## src/hw/rtl/ocl_pkg.sv

```systemverilog
// Shared types and constants for the ordered identifier list.
// Used by ocl_cell and ordered_id_list_insert_remove; depends on nothing.
package ocl_pkg;

    // Default sizing handed to the top-level parameters
    localparam int DEPTH_DEF   = 16;
    localparam int ID_BITS_DEF = 16;

    // Fixed widths of the result fields
    localparam int ENTRY_ID_W  = 16;
    localparam int NEW_INDEX_W = 4;
    localparam int POSITION_W  = 8;

    // Request kinds carried on the slave tuser
    localparam logic OP_REMOVE = 1'b0;
    localparam logic OP_INSERT = 1'b1;

    // Result status carried on the master tuser
    typedef enum logic [1:0] {
        ST_RENUM   = 2'd0,
        ST_TAIL    = 2'd1,
        ST_IGNORED = 2'd2,
        ST_FULL    = 2'd3
    } t_status;

    // Per-cycle command broadcast to every cell of the ring
    typedef struct packed {
        logic rotate;  // every cell takes its upper neighbour
        logic insert;  // open a gap at the position and drop the id in
        logic remove;  // close the gap at the position
    } t_cell_ctl;

endpackage

```

## src/hw/rtl/ordered_id_list_insert_remove.sv

```systemverilog
// Top level of the ordered identifier list: sequencer, ring of ocl_cell
// slots and the result register. Depends on ocl_pkg and ocl_cell.
//
//  Channel   Direction  Handshake             Payload
//  s_axis    in         i_s_axis_tvalid/o_..  tdata: item_id, position; tuser: operation
//  m_axis    out        o_m_axis_tvalid/i_..  tdata: entry_id, new_index; tuser: status;
//                                             tlast: last
//
//  A request makes a full revolution of the ring to look up the identifier,
//  passes the update state that inserts or removes, and then makes a
//  second revolution that streams the renumbered entries out of cell 0.
//  Requests giving a single result skip the second revolution; a removal at the
//  tail of the list passes the update state before its single result.
//  Reset clears the entry count and the sequencer; slot contents stay as is.
//  A stalled master side freezes the second revolution until the result
//  register drains; a new request is taken while the last result still waits.
module ordered_id_list_insert_remove
    import ocl_pkg::*;
#(
    parameter int DEPTH   = DEPTH_DEF,
    parameter int ID_BITS = ID_BITS_DEF
) (
    input  logic                                  i_clk,
    input  logic                                  i_rst_n,
    // slave side
    input  logic                                  i_s_axis_tvalid,
    output logic                                  o_s_axis_tready,
    // [ID_BITS-1:0] item_id, [ID_BITS+7:ID_BITS] position, rest zero
    input  logic [((ID_BITS+POSITION_W+7)/8)*8-1:0] i_s_axis_tdata,
    // [0] operation
    input  logic                                  i_s_axis_tuser,
    // master side
    output logic                                  o_m_axis_tvalid,
    input  logic                                  i_m_axis_tready,
    // [15:0] entry_id, [19:16] new_index, [23:20] zero
    output logic [23:0]                           o_m_axis_tdata,
    // [1:0] status
    output logic [1:0]                            o_m_axis_tuser,
    output logic                                  o_m_axis_tlast
);

    localparam int IDX_W     = $clog2(DEPTH);
    localparam int CNT_W     = $clog2(DEPTH + 1);
    localparam int POS_CMP_W = (CNT_W > POSITION_W) ? CNT_W : POSITION_W;
    localparam logic [IDX_W-1:0] LAST_K  = IDX_W'(DEPTH - 1);
    localparam logic [CNT_W-1:0] FULL_CNT = CNT_W'(DEPTH);

    typedef enum logic [4:0] {
        S_IDLE   = 5'b00001,
        S_SEARCH = 5'b00010,
        S_APPLY  = 5'b00100,
        S_EMIT   = 5'b01000,
        S_SINGLE = 5'b10000
    } t_state;

    t_state                  r_state, n_state;
    logic                    r_op, n_op;
    logic [ID_BITS-1:0]      r_id, n_id;
    logic [POSITION_W-1:0]   r_pos, n_pos;
    logic [IDX_W-1:0]        r_k, n_k;
    logic                    r_found, n_found;
    logic [IDX_W-1:0]        r_at, n_at;
    logic [IDX_W-1:0]        r_from, n_from;
    logic                    r_tail, n_tail;
    t_status                 r_status, n_status;
    logic [CNT_W-1:0]        r_count, n_count;

    logic                    r_out_valid;
    logic [ENTRY_ID_W-1:0]   r_out_id;
    logic [NEW_INDEX_W-1:0]  r_out_index;
    t_status                 r_out_status;
    logic                    r_out_last;

    t_cell_ctl               w_ctl;
    logic [ID_BITS-1:0]      w_slot [DEPTH];
    logic [ID_BITS-1:0]      w_head;
    logic                    w_out_free;
    logic                    w_last_k;
    logic                    w_hit;
    logic                    w_found_any;
    logic [IDX_W-1:0]        w_at_any;
    logic [IDX_W-1:0]        w_clamp;
    logic                    w_in_range;
    logic                    w_load;
    logic [ID_BITS-1:0]      w_load_id;
    logic [IDX_W-1:0]        w_load_idx;
    t_status                 w_load_status;
    logic                    w_load_last;

    // Ring of slots, each cell fed by both neighbours
    for (genvar i = 0; i < DEPTH; i++) begin : g_cell
        ocl_cell #(
            .IDX     (i),
            .IDX_W   (IDX_W),
            .ID_BITS (ID_BITS)
        ) u_cell (
            .i_clk  (i_clk),
            .i_ctl  (w_ctl),
            .i_from (r_from),
            .i_id   (r_id),
            .i_prev (w_slot[(i + DEPTH - 1) % DEPTH]),
            .i_next (w_slot[(i + 1) % DEPTH]),
            .o_slot (w_slot[i])
        );
    end

    assign w_head      = w_slot[0];
    assign w_out_free  = !r_out_valid || i_m_axis_tready;
    assign w_last_k    = (r_k == LAST_K);
    assign w_hit       = (CNT_W'(r_k) < r_count) && (w_head == r_id);
    assign w_found_any = r_found || w_hit;
    assign w_at_any    = r_found ? r_at : r_k;
    assign w_clamp     = (POS_CMP_W'(r_pos) > POS_CMP_W'(r_count)) ?
                         IDX_W'(r_count) : IDX_W'(r_pos);
    assign w_in_range  = (CNT_W'(r_k) >= CNT_W'(r_from)) && (CNT_W'(r_k) < r_count);

    // Sequence lookup, update and result streaming
    always_comb begin
        n_state       = r_state;
        n_op          = r_op;
        n_id          = r_id;
        n_pos         = r_pos;
        n_k           = r_k;
        n_found       = r_found;
        n_at          = r_at;
        n_from        = r_from;
        n_tail        = r_tail;
        n_status      = r_status;
        n_count       = r_count;
        w_ctl         = '0;
        w_load        = 1'b0;
        w_load_id     = '0;
        w_load_idx    = '0;
        w_load_status = r_status;
        w_load_last   = 1'b1;
        unique case (r_state)
            S_IDLE: begin
                if (i_s_axis_tvalid) begin
                    n_op    = i_s_axis_tuser;
                    n_id    = i_s_axis_tdata[ID_BITS-1:0];
                    n_pos   = i_s_axis_tdata[ID_BITS+POSITION_W-1:ID_BITS];
                    n_k     = '0;
                    n_found = 1'b0;
                    n_state = S_SEARCH;
                end
            end
            S_SEARCH: begin
                w_ctl.rotate = 1'b1;
                n_k          = w_last_k ? '0 : r_k + 1'b1;
                if (w_hit && !r_found) begin
                    n_found = 1'b1;
                    n_at    = r_k;
                end
                if (w_last_k) begin
                    if (r_op == OP_REMOVE) begin
                        if (!w_found_any) begin
                            n_status = ST_IGNORED;
                            n_state  = S_SINGLE;
                        end else begin
                            n_from   = w_at_any;
                            n_tail   = (CNT_W'(w_at_any) + 1'b1 == r_count);
                            n_status = ST_TAIL;
                            n_state  = S_APPLY;
                        end
                    end else begin
                        if (w_found_any) begin
                            n_status = ST_IGNORED;
                            n_state  = S_SINGLE;
                        end else if (r_count == FULL_CNT) begin
                            n_status = ST_FULL;
                            n_state  = S_SINGLE;
                        end else begin
                            n_from  = w_clamp;
                            n_tail  = 1'b0;
                            n_state = S_APPLY;
                        end
                    end
                end
            end
            S_APPLY: begin
                w_ctl.insert = (r_op == OP_INSERT);
                w_ctl.remove = (r_op == OP_REMOVE);
                n_count      = (r_op == OP_INSERT) ? r_count + 1'b1 : r_count - 1'b1;
                n_k          = '0;
                n_state      = r_tail ? S_SINGLE : S_EMIT;
            end
            S_EMIT: begin
                if (w_in_range && w_out_free) begin
                    w_load        = 1'b1;
                    w_load_id     = w_head;
                    w_load_idx    = r_k;
                    w_load_status = ST_RENUM;
                    w_load_last   = (CNT_W'(r_k) + 1'b1 == r_count);
                end
                // hold the ring while a result waits for room
                if (!w_in_range || w_out_free) begin
                    w_ctl.rotate = 1'b1;
                    n_k          = w_last_k ? '0 : r_k + 1'b1;
                    if (w_last_k) begin
                        n_state = S_IDLE;
                    end
                end
            end
            S_SINGLE: begin
                if (w_out_free) begin
                    w_load  = 1'b1;
                    n_state = S_IDLE;
                end
            end
            default: begin
                n_state = S_IDLE;
            end
        endcase
    end

    // Control registers
    always_ff @(posedge i_clk) begin
        if (!i_rst_n) begin
            r_state <= S_IDLE;
            r_k     <= '0;
            r_found <= 1'b0;
            r_count <= '0;
        end else begin
            r_state <= n_state;
            r_k     <= n_k;
            r_found <= n_found;
            r_count <= n_count;
        end
    end

    // Request payload registers
    always_ff @(posedge i_clk) begin
        r_op     <= n_op;
        r_id     <= n_id;
        r_pos    <= n_pos;
        r_at     <= n_at;
        r_from   <= n_from;
        r_tail   <= n_tail;
        r_status <= n_status;
    end

    // Result register: load a new transaction or drop the one taken
    always_ff @(posedge i_clk) begin
        if (!i_rst_n) begin
            r_out_valid <= 1'b0;
        end else if (w_load) begin
            r_out_valid <= 1'b1;
        end else if (i_m_axis_tready) begin
            r_out_valid <= 1'b0;
        end
    end

    always_ff @(posedge i_clk) begin
        if (w_load) begin
            r_out_id     <= ENTRY_ID_W'(w_load_id);
            r_out_index  <= NEW_INDEX_W'(w_load_idx);
            r_out_status <= w_load_status;
            r_out_last   <= w_load_last;
        end
    end

    assign o_s_axis_tready = (r_state == S_IDLE);
    assign o_m_axis_tvalid = r_out_valid;
    assign o_m_axis_tdata  = {4'b0000, r_out_index, r_out_id};
    assign o_m_axis_tuser  = r_out_status;
    assign o_m_axis_tlast  = r_out_last;

    // The list never outgrows the ring
    a_count_bound: assert property (@(posedge i_clk) disable iff (!i_rst_n)
        r_count <= FULL_CNT)
        else $error("entry count beyond ring depth");

    // Every update changes the entry count
    a_apply_count: assert property (@(posedge i_clk) disable iff (!i_rst_n)
        r_state == S_APPLY |=> r_count != $past(r_count))
        else $error("update left entry count unchanged");

    // The ring is back in place whenever the block is idle
    a_ring_aligned: assert property (@(posedge i_clk) disable iff (!i_rst_n)
        r_state == S_IDLE |-> r_k == '0)
        else $error("ring left rotated at idle");

    // Lookup ends after one full revolution
    a_search_end: assert property (@(posedge i_clk) disable iff (!i_rst_n)
        (r_state == S_SEARCH && w_last_k) |=> r_state != S_SEARCH)
        else $error("lookup ran past one revolution");

    // Any result other than a renumbered entry closes its request
    a_single_last: assert property (@(posedge i_clk) disable iff (!i_rst_n)
        (w_load && w_load_status != ST_RENUM) |=> r_out_last)
        else $error("status result not marked last");

endmodule

```

## src/hw/rtl/ocl_cell.sv

```systemverilog
// One slot of the identifier ring: holds a single identifier and updates it
// from its neighbours or from the request. Depends on ocl_pkg for the command struct.
module ocl_cell
    import ocl_pkg::*;
#(
    parameter int IDX     = 0,
    parameter int IDX_W   = 4,
    parameter int ID_BITS = ID_BITS_DEF
) (
    input  logic               i_clk,
    input  t_cell_ctl          i_ctl,
    input  logic [IDX_W-1:0]   i_from,
    input  logic [ID_BITS-1:0] i_id,
    input  logic [ID_BITS-1:0] i_prev,
    input  logic [ID_BITS-1:0] i_next,
    output logic [ID_BITS-1:0] o_slot
);

    localparam logic [IDX_W-1:0] MY_IDX = IDX_W'(IDX);

    logic [ID_BITS-1:0] r_slot;

    // Rotate, shift up behind an insert and take the new id at its position, or shift down over a removal
    always_ff @(posedge i_clk) begin
        priority if (i_ctl.rotate) begin
            r_slot <= i_next;
        end else if (i_ctl.insert) begin
            if (MY_IDX > i_from) begin
                r_slot <= i_prev;
            end else if (MY_IDX == i_from) begin
                r_slot <= i_id;
            end
        end else if (i_ctl.remove) begin
            if (MY_IDX >= i_from) begin
                r_slot <= i_next;
            end
        end else begin
            // hold the slot while the ring is idle
            r_slot <= r_slot;
        end
    end

    assign o_slot = r_slot;

endmodule
```

## config.mk

```make
export PLATFORM = sky130hd
export DESIGN_NAME = ordered_id_list_insert_remove
export DESIGN_NICKNAME = d
export VERILOG_FILES = /design/src/hw/rtl/ocl_pkg.sv /design/src/hw/rtl/ordered_id_list_insert_remove.sv /design/src/hw/rtl/ocl_cell.sv
export SDC_FILE = /design/constraint.sdc
export NUM_CORES = 1
export LEC_CHECK = 0
export ABC_AREA = 1
export BUFFER_PORTS_ARGS = -buffer_cell sky130_fd_sc_hd__buf_4
export CORE_MARGIN = 10
export CORE_UTILIZATION = 52
export DETAILED_ROUTE_END_ITERATION = 10
export GPL_TIMING_DRIVEN = 0
export HOLD_SLACK_MARGIN = 0.15
export MAX_ROUTING_LAYER = met4
export PLACE_DENSITY = 0.68
export RECOVER_POWER = 25
export SLEW_MARGIN = 20
export SYNTH_ARGS = -nofsm -noshare
export SYNTH_HDL_FRONTEND = slang
export SYNTH_HIERARCHICAL = 1
export SYNTH_SLANG_ARGS = --single-unit
```

## constraint.sdc

```tcl
create_clock -name i_clk -period 6.3 [get_ports i_clk]
set_input_delay 0.315 -clock i_clk [delete_from_list [all_inputs] [get_ports i_clk]]
set_output_delay 0.315 -clock i_clk [all_outputs]
set_load 0.02 [all_outputs]
```

==> summary.txt <==
Global routing
  • Vias in the first global route: 17.0k
  • Total gr overflow: 0
  • Tot GR Track Use: 0.250
  • First-pass GRT wire length: 92.5 mm
  • Largest net degree at the start of global routing: 27
  • Initial antenna violation count: 0

Route
  • Total number of vias: 17.7k
  • Wire length per cell: 17.6 microns
  • Antenna viol nets, final: 0
  • Drt pass-1 iters: 6
  • Vias per inst: 5.35
  • Initial drt markers: 1773
  • DRC: 0
  • Drt total wl: 58.3 mm

Floorplan
  • Die W: 219 microns
  • Core box area: 38800 sq um
  • Die area: 47900 sq um
  • Starting density of the core: 0.529
  • Row cnt: 72
  • I/O pins: 58
  • Height of the die: 219 microns

Final layout
  • Antenna cells: 0
  • Area growth from synthesis to layout: 13.3%
  • Nets: 2808
  • Share of cells above drive strength 1: 0.119
  • Count of non-filler cells in the finished layout: 3305

Timing
  • Final worst path period share: 0.711
  • Final setup TNS: 0 ns
  • FMAX: 223 MHz
  • Fin. max-slew vios: 27
  • Tmin final: 4.48 ns
  • Final Hold Vio Count: 0
  • Final Skew: 0.0241 ns
  • Worst-margin pin slew: 2.32 ns
  • Max-Slew Margin vs Limit: -0.555
  • Final setup viols: 0
  • Worst hold slack: 0.161 ns
  • RSZ-0062 raised after global routing: no

CTS
  • CTS tree: yes
  • CTS H-tree lvls: 2
  • Clock-pin slew on the worst setup and hold paths: 0.06 ns
  • Clk buf depth: 3
  • Total CTS buffers: 39
  • Clock sink count: 331
  • # Post-CTS Setup Buffers: 0
  • Cts hold-fix bufs: 27
  • Clock Root Buffer: clkbuf_16
  • Post-cts sizing count: 0
  • Worst skew pair latency: 0.56 ns

Logic synthesis
  • Number of synthesized flops with an enable pin: 315
  • Distinct cells, synth: 58
  • Main synth FF type: edfxtp_1
  • Synthesized flop and latch total: 331
  • Largest family of logic cells by synthesized area: simple AND/OR/NAND/NOR gates
  • Xor/xnor share of the synthesized area: 0.00512
  • Synth Area in Compound Gates: 0.0270
  • Synth Area in Adders: 0.0132
  • Post-synth top area share: 0.460
  • Post-Syn Instances: 2615
  • Mux cell area share after synthesis: 0
  • Synth Warn #: 6
  • Register area share after synthesis: 0.476
  • Synth top area cells: edfxtp_1, nand2_1, inv_1, nand3_1, nand2_2
  • Async S/R FF share, synth: 0
  • Simple-Gate Fraction of Synth Area: 0.330
  • Post-Syn Area: 20500 sq um
  • Synth Area per Inst: 7.86 sq um
  • Synth area leader: edfxtp_1

Placed design
  • Port Buffer Count: 53
  • Inst Count DP: 3207
  • Final HPWL DP: 42.6 mm
  • Routability cong.: 0.896

Critical path
  • Crit. End Element: flop
  • Crit path launch type: flop
  • Crit Path Max Fanout: 17
  • Crit Path Category: reg -> reg
  • Worst endpoint data arrival time: 4.65 ns
  • R2R Setup Slk: 1.82 ns
  • Worst EP required: 6.47 ns

Pwr
  • Net Sw Frac: 0.322
  • Logic pwr share: 0.201
  • Int Pwr: 4.66 mW
  • Seq pwr share: 0.476
  • VDD IR max: 0.243 mV
  • Pwr dens: 295 nW/um^2
  • Power share of the clock group: 0.323
  • Net load switching power: 2.21 mW
  • Leak: 11.7 nW

Outcome
  • Failing checks: max-capacitance violations, max-slew violations
  • Status: complete, but fails checks

Worst hold path
  • Hold/Removal Path Class: in -> reg

Run
  • Max-cap viol count: 1
==> per-layer routing <==
layer	vias to the layer above	track usage	wire, microns	part of all wire
met2	666	0.400	27700	0.48
li1	8482	-	-	-
met3	120	0.0329	4330	0.074
met4	0	0.0717	1400	0.024
met5	-	-	0	0
met1	8424	0.328	24900	0.43
==> power groups by stage <==
stage          sequential, mW  combinational (mW)  clock (mW)
2_1_floorplan            3.09               0.973           0
3_5_place_dp             3.30                1.38           0
4_1_cts                  3.26                1.40        2.25
6_report                 3.27                1.38        2.22
3_3_place_gp             3.35                1.21           0
5_1_grt                  3.29                1.57        2.33
==> registers in the layout, indices dropped and copies added, names as in the netlist, 4 cells and up <==
signal                count
r_state                   5
r_from                    4
r_k                       4
r_at                      4
r_count                   5
r_id                     16
r_out_index               4
r_out_id                 16
g_cell.u_cell/o_slot    256
r_pos                     8
==> cell usage in the layout, fill, tap and decap left out, drive strengths merged, types with 2 or more instances in the layout <==
cell type,synthesis,final
ha,20,20
buf,87,104
inv,592,593
nand3,421,421
a21oi,24,24
xor2,10,10
or2,5,5
o21ai,34,34
nor2,76,76
dlygate4sd3,0,27
conb,1,4
clkinv,3,14
nor3,4,4
o211ai,19,19
xnor2,2,2
nand4,42,42
clkbuf,10,120
o22ai,2,2
a211oi,2,2
dfxtp,16,16
bufinv,0,3
o21bai,3,3
edfxtp,315,315
nor3b,2,2
nand2,916,916
==> metrics by stage <==
stage / instance area (sq um) / setup slack [ns] / power, mW / util
final: 23300 / 1.82 / 6.87 / 0.600
after global routing: 23300 / 1.67 / 7.19 / 0.600
after CTS: 23500 / 2.65 / 6.91 / 0.605
after detailed placement: 22000 / 2.66 / 4.68 / 0.566
after global placement: 21600 / -1.34 / 4.56 / 0.556
after floorplan: 20600 / 0.674 / 4.06 / -
==> cell families (layout without fill, tap and decap cells) <==
kind of cell               Yosys count  count (layout)
other                                1               4
AOI/OAI and AO/OA                   89              89
xor gates and xnor gates            12              12
buffers and inverters              692             861
adders and majority gates           21              21
DFF                                331             331
and+or+nand+nor                   1469            1469
==> area by class of cell <==
cell class              count  area [sq um]
multi-input cells        1595          7700
clock inverters            15           161
plain buffers              97           788
well taps                 518           648
flip-flops and latches    331          9780
fillers                  3469         15500
repair buffers             99           890
inverters                 595          2260
clock buffers              55          1060
==> cells in the mapped netlist, types with 3 or more instances <==
library cell	instances
xor2_1	10
buf_8	4
nand4_1	41
dfxtp_1	16
nor2_4	4
buf_2	27
a21oi_1	23
buf_4	30
nand3_1	403
inv_1	558
buf_12	3
o21ai_0	23
nand3_2	14
clkbuf_1	7
o21ai_1	9
o211ai_1	18
nand2_2	53
edfxtp_1	315
inv_4	5
ha_1	20
nor2_8	8
nand2_4	18
nand2_1	845
or2_2	5
buf_6	23
o21bai_1	3
nor2_1	62
inv_2	28
nand3_4	4
==> critical path, stage by stage (launching register included) <==
cell,delay (ns)
edfxtp_1,1.02
ha_1,0.39
nand4_1,0.09
nand3_1,0.15
a41oi_1,0.96
clkbuf_1,0.58
buf_16,0.24
inv_2,0.07
nand2_1,0.57
==> path summary, 6_finish.rpt <==
path | depth (start not counted) | endpoint | startpoint
max | 8 | g_cell[4].u_cell/o_slot[9] | r_from[0]
min | 4 | o_m_axis_tvalid | i_m_axis_tready
max reg2reg | 8 | g_cell[4].u_cell/o_slot[9] | r_from[0]
min reg2reg | 2 | r_state[1] | r_state[1]
No activity file was read; power rests on OpenSTA's default activity.
